**src/rtl/nsr_pkg.sv**
```systemverilog
// Node session registry: shared types, field widths, codes and constants.
// No dependencies; imported by nsr_front, nsr_back and node_session_registry_core.
package nsr_pkg;

  localparam int NODE_SLOTS_DEFAULT = 20;
  localparam int FRAMES_PER_ITEM    = 3;

  localparam int KIND_W    = 3;
  localparam int ADDR_W    = 48;
  localparam int TIME_W    = 64;
  localparam int FC_W      = 2;
  localparam int CTR_W     = 16;
  localparam int OUTC_W    = 4;
  localparam int SLOT_W    = 5;
  localparam int DISC_W    = 5;
  localparam int TIMEOUT_W = 40;
  localparam int STATUS_W  = 2;
  localparam int PADDR_W   = 4;
  localparam int PDATA_W   = 64;

  localparam logic [TIMEOUT_W-1:0] TIMEOUT_RESET = TIMEOUT_W'(300000000);

  // counters that can ever be valid in one data item
  localparam logic [FC_W-1:0] FRAME_CAP = (FRAMES_PER_ITEM < 3) ? FC_W'(FRAMES_PER_ITEM) :
                                                                  FC_W'(3);

  // register select bit of paddr
  localparam logic REG_TIMEOUT = 1'b0;
  localparam logic REG_SYNC    = 1'b1;

  localparam logic [KIND_W-1:0] KIND_REGISTER = 3'd0;
  localparam logic [KIND_W-1:0] KIND_DATA     = 3'd1;
  localparam logic [KIND_W-1:0] KIND_TICK     = 3'd2;
  localparam logic [KIND_W-1:0] KIND_LOOKUP   = 3'd3;

  localparam logic [2:0] OP_REG    = 3'd0;
  localparam logic [2:0] OP_DATA   = 3'd1;
  localparam logic [2:0] OP_TICK   = 3'd2;
  localparam logic [2:0] OP_LOOKUP = 3'd3;
  localparam logic [2:0] OP_BAD    = 3'd4;

  localparam logic [OUTC_W-1:0] OUT_NEW         = 4'd0;
  localparam logic [OUTC_W-1:0] OUT_RECONNECTED = 4'd1;
  localparam logic [OUTC_W-1:0] OUT_FULL        = 4'd2;
  localparam logic [OUTC_W-1:0] OUT_ACKED       = 4'd3;
  localparam logic [OUTC_W-1:0] OUT_UNKNOWN     = 4'd4;
  localparam logic [OUTC_W-1:0] OUT_SWEEP       = 4'd5;
  localparam logic [OUTC_W-1:0] OUT_FOUND       = 4'd6;
  localparam logic [OUTC_W-1:0] OUT_NOT_FOUND   = 4'd7;
  localparam logic [OUTC_W-1:0] OUT_BAD         = 4'd8;

  localparam logic [STATUS_W-1:0] ST_STREAMING    = 2'd1;
  localparam logic [STATUS_W-1:0] ST_DISCONNECTED = 2'd2;

  typedef struct packed {
    logic [KIND_W-1:0] kind;
    logic [ADDR_W-1:0] node_addr;
    logic [TIME_W-1:0] now_us;
    logic [FC_W-1:0]   valid_frames;
    logic [CTR_W-1:0]  counter_a;
    logic [CTR_W-1:0]  counter_b;
    logic [CTR_W-1:0]  counter_c;
  } in_t;

  typedef struct packed {
    logic [OUTC_W-1:0] outcome;
    logic              send_welcome;
    logic [CTR_W-1:0]  floor_value;
    logic [SLOT_W-1:0] slot;
    logic [DISC_W-1:0] disconnected_count;
  } res_t;

  typedef struct packed {
    logic [2:0]        op;
    logic [ADDR_W-1:0] addr;
    logic [TIME_W-1:0] now;
    logic [CTR_W-1:0]  cmax;
  } cmd_t;

  typedef struct packed {
    logic [TIMEOUT_W-1:0] timeout;
    logic                 sync_done;
  } cfg_t;

endpackage

```
**src/rtl/nsr_fifo.sv**
```systemverilog
// Small first-in first-out queue for any packed payload type.
// Uses no package; instantiated twice by node_session_registry_core.
module nsr_fifo #(
  parameter type T     = logic,
  parameter int  DEPTH = 2
) (
  input  logic clk,
  input  logic rst,
  input  logic push,
  input  T     wdata,
  output logic full,
  input  logic pop,
  output T     rdata,
  output logic empty
);
  localparam int PW = (DEPTH > 1) ? $clog2(DEPTH) : 1;
  localparam int NW = $clog2(DEPTH + 1);
  localparam logic [PW-1:0] LAST_PTR = PW'(DEPTH - 1);
  localparam logic [NW-1:0] DEPTH_C  = NW'(DEPTH);

  T                mem [DEPTH];
  logic [PW-1:0]   wptr;
  logic [PW-1:0]   rptr;
  logic [NW-1:0]   count;
  logic            do_push;
  logic            do_pop;

  assign full    = (count == DEPTH_C);
  assign empty   = (count == '0);
  assign do_push = push && !full;
  assign do_pop  = pop && !empty;
  assign rdata   = mem[rptr];

  always_ff @(posedge clk) begin
    if (rst) begin
      wptr  <= '0;
      rptr  <= '0;
      count <= '0;
    end else begin
      if (do_push) begin
        wptr <= (wptr == LAST_PTR) ? '0 : wptr + PW'(1);
      end
      if (do_pop) begin
        rptr <= (rptr == LAST_PTR) ? '0 : rptr + PW'(1);
      end
      if (do_push && !do_pop) begin
        count <= count + NW'(1);
      end else if (do_pop && !do_push) begin
        count <= count - NW'(1);
      end
    end
  end

  always_ff @(posedge clk) begin
    if (do_push) begin
      mem[wptr] <= wdata;
    end
  end

endmodule

```
**src/rtl/nsr_front.sv**
```systemverilog
// Front end: takes input items, decodes the kind and reduces the frame counters.
// Depends on nsr_pkg; feeds the command queue in node_session_registry_core.
module nsr_front (
  input  logic         clk,
  input  logic         rst,
  input  logic         push,
  input  nsr_pkg::in_t item,
  output logic         full,
  output logic         cmd_valid,
  output nsr_pkg::cmd_t cmd,
  input  logic         cmd_full
);
  import nsr_pkg::*;

  logic            hold_v;
  cmd_t            hold;
  cmd_t            cls;
  logic            accept;
  logic            fwd;
  logic [FC_W-1:0] nval;

  assign full      = hold_v && cmd_full;
  assign accept    = push && !full;
  assign fwd       = hold_v && !cmd_full;
  assign cmd_valid = hold_v;
  assign cmd       = hold;

  always_comb begin
    nval = (item.valid_frames > FRAME_CAP) ? FRAME_CAP : item.valid_frames;
    cls.addr = item.node_addr;
    cls.now  = item.now_us;
    cls.cmax = '0;
    if (nval >= FC_W'(1)) begin
      cls.cmax = item.counter_a;
    end
    if (nval >= FC_W'(2) && item.counter_b > cls.cmax) begin
      cls.cmax = item.counter_b;
    end
    if (nval >= FC_W'(3) && item.counter_c > cls.cmax) begin
      cls.cmax = item.counter_c;
    end
    unique case (item.kind)
      KIND_REGISTER: cls.op = OP_REG;
      KIND_DATA:     cls.op = OP_DATA;
      KIND_TICK:     cls.op = OP_TICK;
      KIND_LOOKUP:   cls.op = OP_LOOKUP;
      default:       cls.op = OP_BAD;
    endcase
  end

  always_ff @(posedge clk) begin
    if (rst) begin
      hold_v <= 1'b0;
    end else begin
      hold_v <= accept || (hold_v && !fwd);
    end
  end

  always_ff @(posedge clk) begin
    if (accept) begin
      hold <= cls;
    end
  end

endmodule

```
**src/rtl/nsr_back.sv**
```systemverilog
// Back end: session table memories and the sequencer that scans them per command.
// Depends on nsr_pkg; reads the command queue and writes the result queue.
module nsr_back #(
  parameter int NODE_SLOTS = nsr_pkg::NODE_SLOTS_DEFAULT
) (
  input  logic          clk,
  input  logic          rst,
  input  logic          cmd_valid,
  input  nsr_pkg::cmd_t cmd,
  output logic          cmd_pop,
  input  nsr_pkg::cfg_t cfg,
  input  logic          res_full,
  output logic          res_push,
  output nsr_pkg::res_t res
);
  import nsr_pkg::*;

  localparam int IW = (NODE_SLOTS > 1) ? $clog2(NODE_SLOTS) : 1;
  localparam int CW = $clog2(NODE_SLOTS + 1);
  localparam logic [CW-1:0] SLOTS_C = CW'(NODE_SLOTS);

  localparam logic [1:0] S_IDLE = 2'd0;
  localparam logic [1:0] S_SCAN = 2'd1;
  localparam logic [1:0] S_MISS = 2'd2;

  logic [ADDR_W-1:0]   addr_mem   [NODE_SLOTS];
  logic [CTR_W-1:0]    floor_mem  [NODE_SLOTS];
  logic [TIME_W-1:0]   seen_mem   [NODE_SLOTS];
  logic [STATUS_W-1:0] status_mem [NODE_SLOTS];

  logic [1:0]          state;
  cmd_t                cur;
  logic [CW-1:0]       node_count;
  logic [CW-1:0]       ridx;
  logic                rd_v;
  logic [IW-1:0]       cidx;
  logic [CW-1:0]       disc;
  logic [ADDR_W-1:0]   addr_q;
  logic [CTR_W-1:0]    floor_q;
  logic [TIME_W-1:0]   seen_q;
  logic [STATUS_W-1:0] status_q;

  logic                start;
  logic                issue;
  logic                last;
  logic                hit;
  logic                expire;
  logic                is_full;
  logic [TIME_W:0]     age;
  logic [CTR_W-1:0]    new_floor;
  logic [IW-1:0]       wa;
  logic                we_addr;
  logic                we_floor;
  logic                we_seen;
  logic                we_status;
  logic [CTR_W-1:0]    floor_d;
  logic [STATUS_W-1:0] status_d;

  assign start     = (state == S_IDLE) && cmd_valid && !res_full;
  assign cmd_pop   = start;
  assign issue     = (state == S_SCAN) && (ridx < node_count);
  assign last      = rd_v && (CW'(cidx) == node_count - CW'(1));
  assign hit       = (state == S_SCAN) && rd_v && (cur.op != OP_TICK) && (addr_q == cur.addr);
  assign age       = {1'b0, cur.now} - {1'b0, seen_q};
  assign expire    = (state == S_SCAN) && rd_v && (cur.op == OP_TICK) &&
                     (status_q == ST_STREAMING) && !age[TIME_W] &&
                     (age[TIME_W-1:0] > TIME_W'(cfg.timeout));
  assign is_full   = (node_count >= SLOTS_C);
  assign new_floor = (cur.cmax > floor_q) ? cur.cmax : floor_q;

  always_comb begin
    res       = '0;
    res_push  = 1'b0;
    wa        = cidx;
    we_addr   = 1'b0;
    we_floor  = 1'b0;
    we_seen   = 1'b0;
    we_status = 1'b0;
    floor_d   = '0;
    status_d  = ST_STREAMING;
    unique case (state)
      S_SCAN: begin
        if (expire) begin
          we_status = 1'b1;
          status_d  = ST_DISCONNECTED;
        end
        if (hit) begin
          res_push = 1'b1;
          res.slot = SLOT_W'(cidx);
          priority case (cur.op)
            OP_REG: begin
              res.outcome      = OUT_RECONNECTED;
              res.send_welcome = cfg.sync_done;
              we_floor         = 1'b1;
              we_seen          = 1'b1;
              we_status        = 1'b1;
            end
            OP_DATA: begin
              res.outcome     = OUT_ACKED;
              res.floor_value = new_floor;
              floor_d         = new_floor;
              we_floor        = 1'b1;
              we_seen         = 1'b1;
              we_status       = 1'b1;
            end
            default: res.outcome = OUT_FOUND;
          endcase
        end
      end
      S_MISS: begin
        res_push = 1'b1;
        wa       = node_count[IW-1:0];
        unique case (cur.op)
          OP_TICK: begin
            res.outcome            = OUT_SWEEP;
            res.disconnected_count = DISC_W'(disc);
          end
          OP_LOOKUP: res.outcome = OUT_NOT_FOUND;
          OP_DATA:   res.outcome = OUT_UNKNOWN;
          OP_REG: begin
            if (is_full) begin
              res.outcome = OUT_FULL;
            end else begin
              res.outcome      = OUT_NEW;
              res.slot         = SLOT_W'(node_count);
              res.send_welcome = cfg.sync_done;
              we_addr          = 1'b1;
              we_floor         = 1'b1;
              we_seen          = 1'b1;
              we_status        = 1'b1;
            end
          end
          default: res.outcome = OUT_BAD;
        endcase
      end
      default: ;
    endcase
  end

  always_ff @(posedge clk) begin
    if (rst) begin
      state      <= S_IDLE;
      node_count <= '0;
      rd_v       <= 1'b0;
      ridx       <= '0;
      disc       <= '0;
    end else begin
      unique case (state)
        S_IDLE: begin
          if (start) begin
            ridx  <= '0;
            rd_v  <= 1'b0;
            disc  <= '0;
            state <= (cmd.op == OP_BAD || node_count == '0) ? S_MISS : S_SCAN;
          end
        end
        S_SCAN: begin
          if (issue) begin
            ridx <= ridx + CW'(1);
          end
          rd_v <= issue;
          if (expire) begin
            disc <= disc + CW'(1);
          end
          if (hit) begin
            state <= S_IDLE;
          end else if (last) begin
            state <= S_MISS;
          end
        end
        S_MISS: begin
          state <= S_IDLE;
          if (cur.op == OP_REG && !is_full) begin
            node_count <= node_count + CW'(1);
          end
        end
        default: state <= S_IDLE;
      endcase
    end
  end

  always_ff @(posedge clk) begin
    if (start) begin
      cur <= cmd;
    end
  end

  always_ff @(posedge clk) begin
    if (we_addr) begin
      addr_mem[wa] <= cur.addr;
    end
    if (we_floor) begin
      floor_mem[wa] <= floor_d;
    end
    if (we_seen) begin
      seen_mem[wa] <= cur.now;
    end
    if (we_status) begin
      status_mem[wa] <= status_d;
    end
    if (issue) begin
      addr_q   <= addr_mem[ridx[IW-1:0]];
      floor_q  <= floor_mem[ridx[IW-1:0]];
      seen_q   <= seen_mem[ridx[IW-1:0]];
      status_q <= status_mem[ridx[IW-1:0]];
      cidx     <= ridx[IW-1:0];
    end
  end

endmodule

```
**src/rtl/node_session_registry_core.sv**
```systemverilog
// Node session registry top level: config registers, front end, queues, back end.
// Depends on nsr_pkg, nsr_front, nsr_fifo and nsr_back.
//
//   channel   handshake             payload
//   input     push / full           item   (nsr_pkg::in_t)
//   result    pop / empty           result (nsr_pkg::res_t)
//   config    psel penable pwrite   paddr[3] selects timeout_us or sync_done, pwdata, prdata
//
// One request at a time in the back end. A command scans the table one slot per
// cycle through the registered read of the slot memories: a hit ends the scan,
// a miss or a tick reads every slot before the miss state, and a bad kind or
// an empty table goes straight to the miss state. The front end holds each command
// in a register ahead of the command queue; the two-entry queues absorb stalls;
// a full result queue holds the next command in the command queue.
// Reset clears control state and the node count; table contents stay as they are.
module node_session_registry_core #(
  parameter int NODE_SLOTS = nsr_pkg::NODE_SLOTS_DEFAULT
) (
  input  logic                          clk,
  input  logic                          rst,
  input  logic                          psel,
  input  logic                          penable,
  input  logic                          pwrite,
  input  logic [nsr_pkg::PADDR_W-1:0]   paddr,
  input  logic [nsr_pkg::PDATA_W-1:0]   pwdata,
  output logic [nsr_pkg::PDATA_W-1:0]   prdata,
  output logic                          pready,
  input  logic                          push,
  input  nsr_pkg::in_t                  item,
  output logic                          full,
  output logic                          empty,
  input  logic                          pop,
  output nsr_pkg::res_t                 result
);
  import nsr_pkg::*;

  cfg_t cfg;
  logic cfg_we;
  logic front_valid;
  cmd_t front_cmd;
  logic cq_full;
  logic cq_empty;
  cmd_t cq_cmd;
  logic cq_pop;
  logic rq_full;
  logic res_push;
  res_t res;

  assign pready = 1'b1;
  assign cfg_we = psel && penable && pwrite;

  always_comb begin
    unique case (paddr[3])
      REG_SYNC: prdata = PDATA_W'(cfg.sync_done);
      default:  prdata = PDATA_W'(cfg.timeout);
    endcase
  end

  always_ff @(posedge clk) begin
    if (rst) begin
      cfg.timeout   <= TIMEOUT_RESET;
      cfg.sync_done <= 1'b0;
    end else if (cfg_we) begin
      unique case (paddr[3])
        REG_SYNC: cfg.sync_done <= pwdata[0];
        default:  cfg.timeout   <= pwdata[TIMEOUT_W-1:0];
      endcase
    end
  end

  nsr_front u_front (
    .clk       (clk),
    .rst       (rst),
    .push      (push),
    .item      (item),
    .full      (full),
    .cmd_valid (front_valid),
    .cmd       (front_cmd),
    .cmd_full  (cq_full)
  );

  nsr_fifo #(
    .T     (cmd_t),
    .DEPTH (2)
  ) u_cmd_q (
    .clk   (clk),
    .rst   (rst),
    .push  (front_valid),
    .wdata (front_cmd),
    .full  (cq_full),
    .pop   (cq_pop),
    .rdata (cq_cmd),
    .empty (cq_empty)
  );

  nsr_back #(
    .NODE_SLOTS (NODE_SLOTS)
  ) u_back (
    .clk       (clk),
    .rst       (rst),
    .cmd_valid (!cq_empty),
    .cmd       (cq_cmd),
    .cmd_pop   (cq_pop),
    .cfg       (cfg),
    .res_full  (rq_full),
    .res_push  (res_push),
    .res       (res)
  );

  nsr_fifo #(
    .T     (res_t),
    .DEPTH (2)
  ) u_res_q (
    .clk   (clk),
    .rst   (rst),
    .push  (res_push),
    .wdata (res),
    .full  (rq_full),
    .pop   (pop),
    .rdata (result),
    .empty (empty)
  );

endmodule

```
**config.mk**
```make
export PLATFORM = sky130hd
export DESIGN_NAME = node_session_registry_core
export DESIGN_NICKNAME = d
export VERILOG_FILES = /design/src/rtl/nsr_pkg.sv /design/src/rtl/nsr_fifo.sv /design/src/rtl/nsr_front.sv /design/src/rtl/nsr_back.sv /design/src/rtl/node_session_registry_core.sv
export SDC_FILE = /design/constraint.sdc
export NUM_CORES = 2
export LEC_CHECK = 0
export ABC_AREA = 1
export BUFFER_PORTS_ARGS = -buffer_cell sky130_fd_sc_hd__buf_2
export CAP_MARGIN = 20
export CORE_ASPECT_RATIO = 1.1
export CORE_MARGIN = 4
export CORE_UTILIZATION = 45
export CTS_CLUSTER_DIAMETER = 100
export DETAILED_ROUTE_END_ITERATION = 10
export PLACE_DENSITY = 0.69
export SLEW_MARGIN = 20
export SYNTH_ARGS = -nofsm -noshare
export SYNTH_HDL_FRONTEND = slang
export SYNTH_HIERARCHICAL = 1
export SYNTH_SLANG_ARGS = --single-unit
```
**constraint.sdc**
```tcl
create_clock -name clk -period 38.2 [get_ports clk]
set_input_delay 5.73 -clock clk [delete_from_list [all_inputs] [get_ports clk]]
set_output_delay 5.73 -clock clk [all_outputs]
set_load 0.02 [all_outputs]
```
==> qor.yml <==
status: "finished clean"
combinationalPowerShare_pct: 18.8
clk_path_buf_depth: 4
rows: 213
maxSlewViolCount: 0
path_class: "input pin to output pin"
area_delta_synth_final_pct: 12.2
period_needed_ns: 12.83
drt_pass1_iterations: 6
crit_required_ns: 32.47
fill_cells: 25400
fmax_mhz: 77.9
cts_hold_buf: 0
cp.arrival_ns: 7.10
ys.flop_type: "edfxtp_1"
start_util_pct: 45.2
p_sw_share_pct: 29.4
fin_skew_ns: 0.0614
async_flop_share_pct: 0
via_per_inst: 5.86
finalWirelength_mm: 381
root_buffer: "clkbuf_16"
synth_area_leaders: "edfxtp_1, o21ai_0, nor2_1, nand2_1, o22ai_1"
drive_gt1_share_pct: 12.0
port_buffers: 285
fin_util_pct: 50.7
synth_seq_cells: 3391
numCtsBuffers: 345
synth_enable_flop_cells: 3321
syn-instance-count: 10600
endpoint_kind: "output pin"
seq_area_frac_synth_pct: 73.1
maxCapViolations: 0
power_frac_seq_pct: 48.0
nets: 11200
wl_per_cell_um: 25.1
grt_pass1_wl_mm: 554
clockPowerShare_pct: 33.2
fp.coreArea_sq_um: 306000
synth.distinct_cells: 66
worstSetupStartpointType: "input pin"
grt-ovfl-total: 0
power_mw: 9.86
ant_nets: 0
syn_area_sq_um: 138000
p_sw_mw: 2.90
dieWidth_um: 537
clock_latency_ns: 0.92
yosysMostFrequentCell: "edfxtp_1"
first_global_vias: 87300
post-route-period-util_pct: 33.6
p_per_area_nw_per_um2: 63.6
gr-usage-all-layers_pct: 23.2
dp_hpwl_mm: 212
grt_max_degree: 212
antenna_found_initial: 18
multi_input_area_sq_um: 32800
yosysTopAreaCellShare_pct: 72.1
cts_sinks: 3391
finalSetupViolations: 0
leakagePower_nw: 54.5
cts_tree: "done"
cts_resized: 0
setup_tns_ns: 0
cellInternalPower_mw: 6.96
yosysTopAreaCell: "edfxtp_1"
irDropWorstVdd_v: 0.0000557
drc_errors: 0
place.gp.congestion: 0.942
cts.clk_slew.worst_paths_ns: 0.06
critPathMaxFanout: 44
dieArea_sq_um: 316000
regArea_sq_um: 101000
finalHoldViolCount: 0
cts_max_level: 5
max_slew_margin_pct: 19.9
cts_setup_buffers: 0
tightest_slew_ns: 1.20
hold_path_class: "register to register"
vias: 88900
holdWs_ns: 0.440
syn_area_per_cell_sq_um: 13.1
rsz0062_at_grt: "no"
fp.dieH_um: 589
synth_common_cells: "edfxtp_1, nor2_1, nand2_1, o21ai_0, inv_1"
yosysWarnings: 6
ioPinCount: 338
dr.first_iter.drc_count: 10400
-- power by group through the flow --
stage	Clock, mW	Sequential [mW]	Combinational [mW]
global route	3.48	4.76	2.02
CTS	3.32	4.73	1.84
global placement	0	4.78	1.77
detailed placement	0	4.81	1.83
floorplan	0	4.73	1.22
finish	3.27	4.73	1.85
-- metrics by stage --
stage / cells / area, sq um / setup WS, ns
floorplan: 10600 / 138000 / 25.97
global placement: 14500 / 144000 / 25.41
detailed placement: 14500 / 144000 / 25.36
CTS: 15200 / 155000 / 25.36
global route: 15200 / 155000 / 25.20
finish: 15200 / 155000 / 25.37
-- worst max-delay path, stage by stage --
cell and delay, ns:
buf_2 0.57, inv_2 0.42, nand2_1 0.15, nand2_1 0.06, buf_2 0.16
-- area by class of cell --
cell class,count,share of cell area (%)
Tap cell,4085,3.30
Clock inverter,182,1.11
Multi-Input combinational cell,6000,21.1
Clock buffer,440,5.94
Inverter,597,1.47
Antenna cell,4,0.00645
Timing Repair Buffer,457,1.84
Sequential cell,3391,65.2
-- registers in the layout, indices dropped and copies added, names as in the netlist, 16 cells and up, named ones only --
register           cells
u_back/addr_q         48
cfg                   41
u_back/status_mem     40
u_back/seen_q         64
u_back/addr_mem      960
u_back/floor_mem     320
u_front/cmd          131
u_back/seen_mem     1280
u_cmd_q/mem          262
u_back/floor_q        16
u_back/cur           131
u_res_q/mem           62
-- kinds of logic (layout without fill, tap and decap cells) --
group / Yosys count / count (layout) / share of synthesized area, %
AO/OA/AOI/OAI: 2331 / 2331 / 10.2
XOR/XNOR: 65 / 65 / 0.412
adder cells (fa/ha/maj): 167 / 167 / 1.52
buffers and inverters: 1213 / 1676 / 3.55
flip-flops: 3391 / 3391 / 73.1
multiplexers: 162 / 162 / 1.56
other: 2 / 29 / 0.00543
AND/OR/NAND/NOR: 3250 / 3250 / 9.60
-- final timing paths --
check	from	to	slack (ns)	depth (start not counted)
worst min-delay path	u_front/cmd[106]	u_cmd_q/mem[1][106]	0.44	0
worst min register to register	u_front/cmd[106]	u_cmd_q/mem[1][106]	0.44	0
worst max register to register	u_back/state[1]	u_back/seen_mem[9][17]	31.50	14
worst max-delay path	paddr[3]	prdata[0]	25.37	5
-- layout by cell type, fill, tap and decap left out, drive strengths merged, types with 51 or more instances in the layout --
| cell type | n |
|---|---|
| nor2 | 1536 |
| a221oi | 65 |
| ha | 166 |
| edfxtp | 3321 |
| nand3 | 263 |
| inv | 609 |
| o22ai | 351 |
| o21ai | 1153 |
| a2bb2oi | 51 |
| a21oi | 265 |
| dfxtp | 70 |
| clkinv | 131 |
| a32oi | 99 |
| buf | 457 |
| clkbuf | 440 |
| nand2 | 1294 |
| mux2 | 162 |
| o221ai | 176 |
| nor3 | 53 |
-- metal layers --
metal | vias to the layer above | share of wire (%) | global-route usage [%]
met1 | 43900 | 39 | 30.8
met2 | 4836 | 47 | 37.7
met4 | 4 | 5.0 | 10.5
met3 | 981 | 9.5 | 3.93
li1 | 39200 | - | -
met5 | - | 0.0071 | 0
Power figures use the tool's default switching activity.
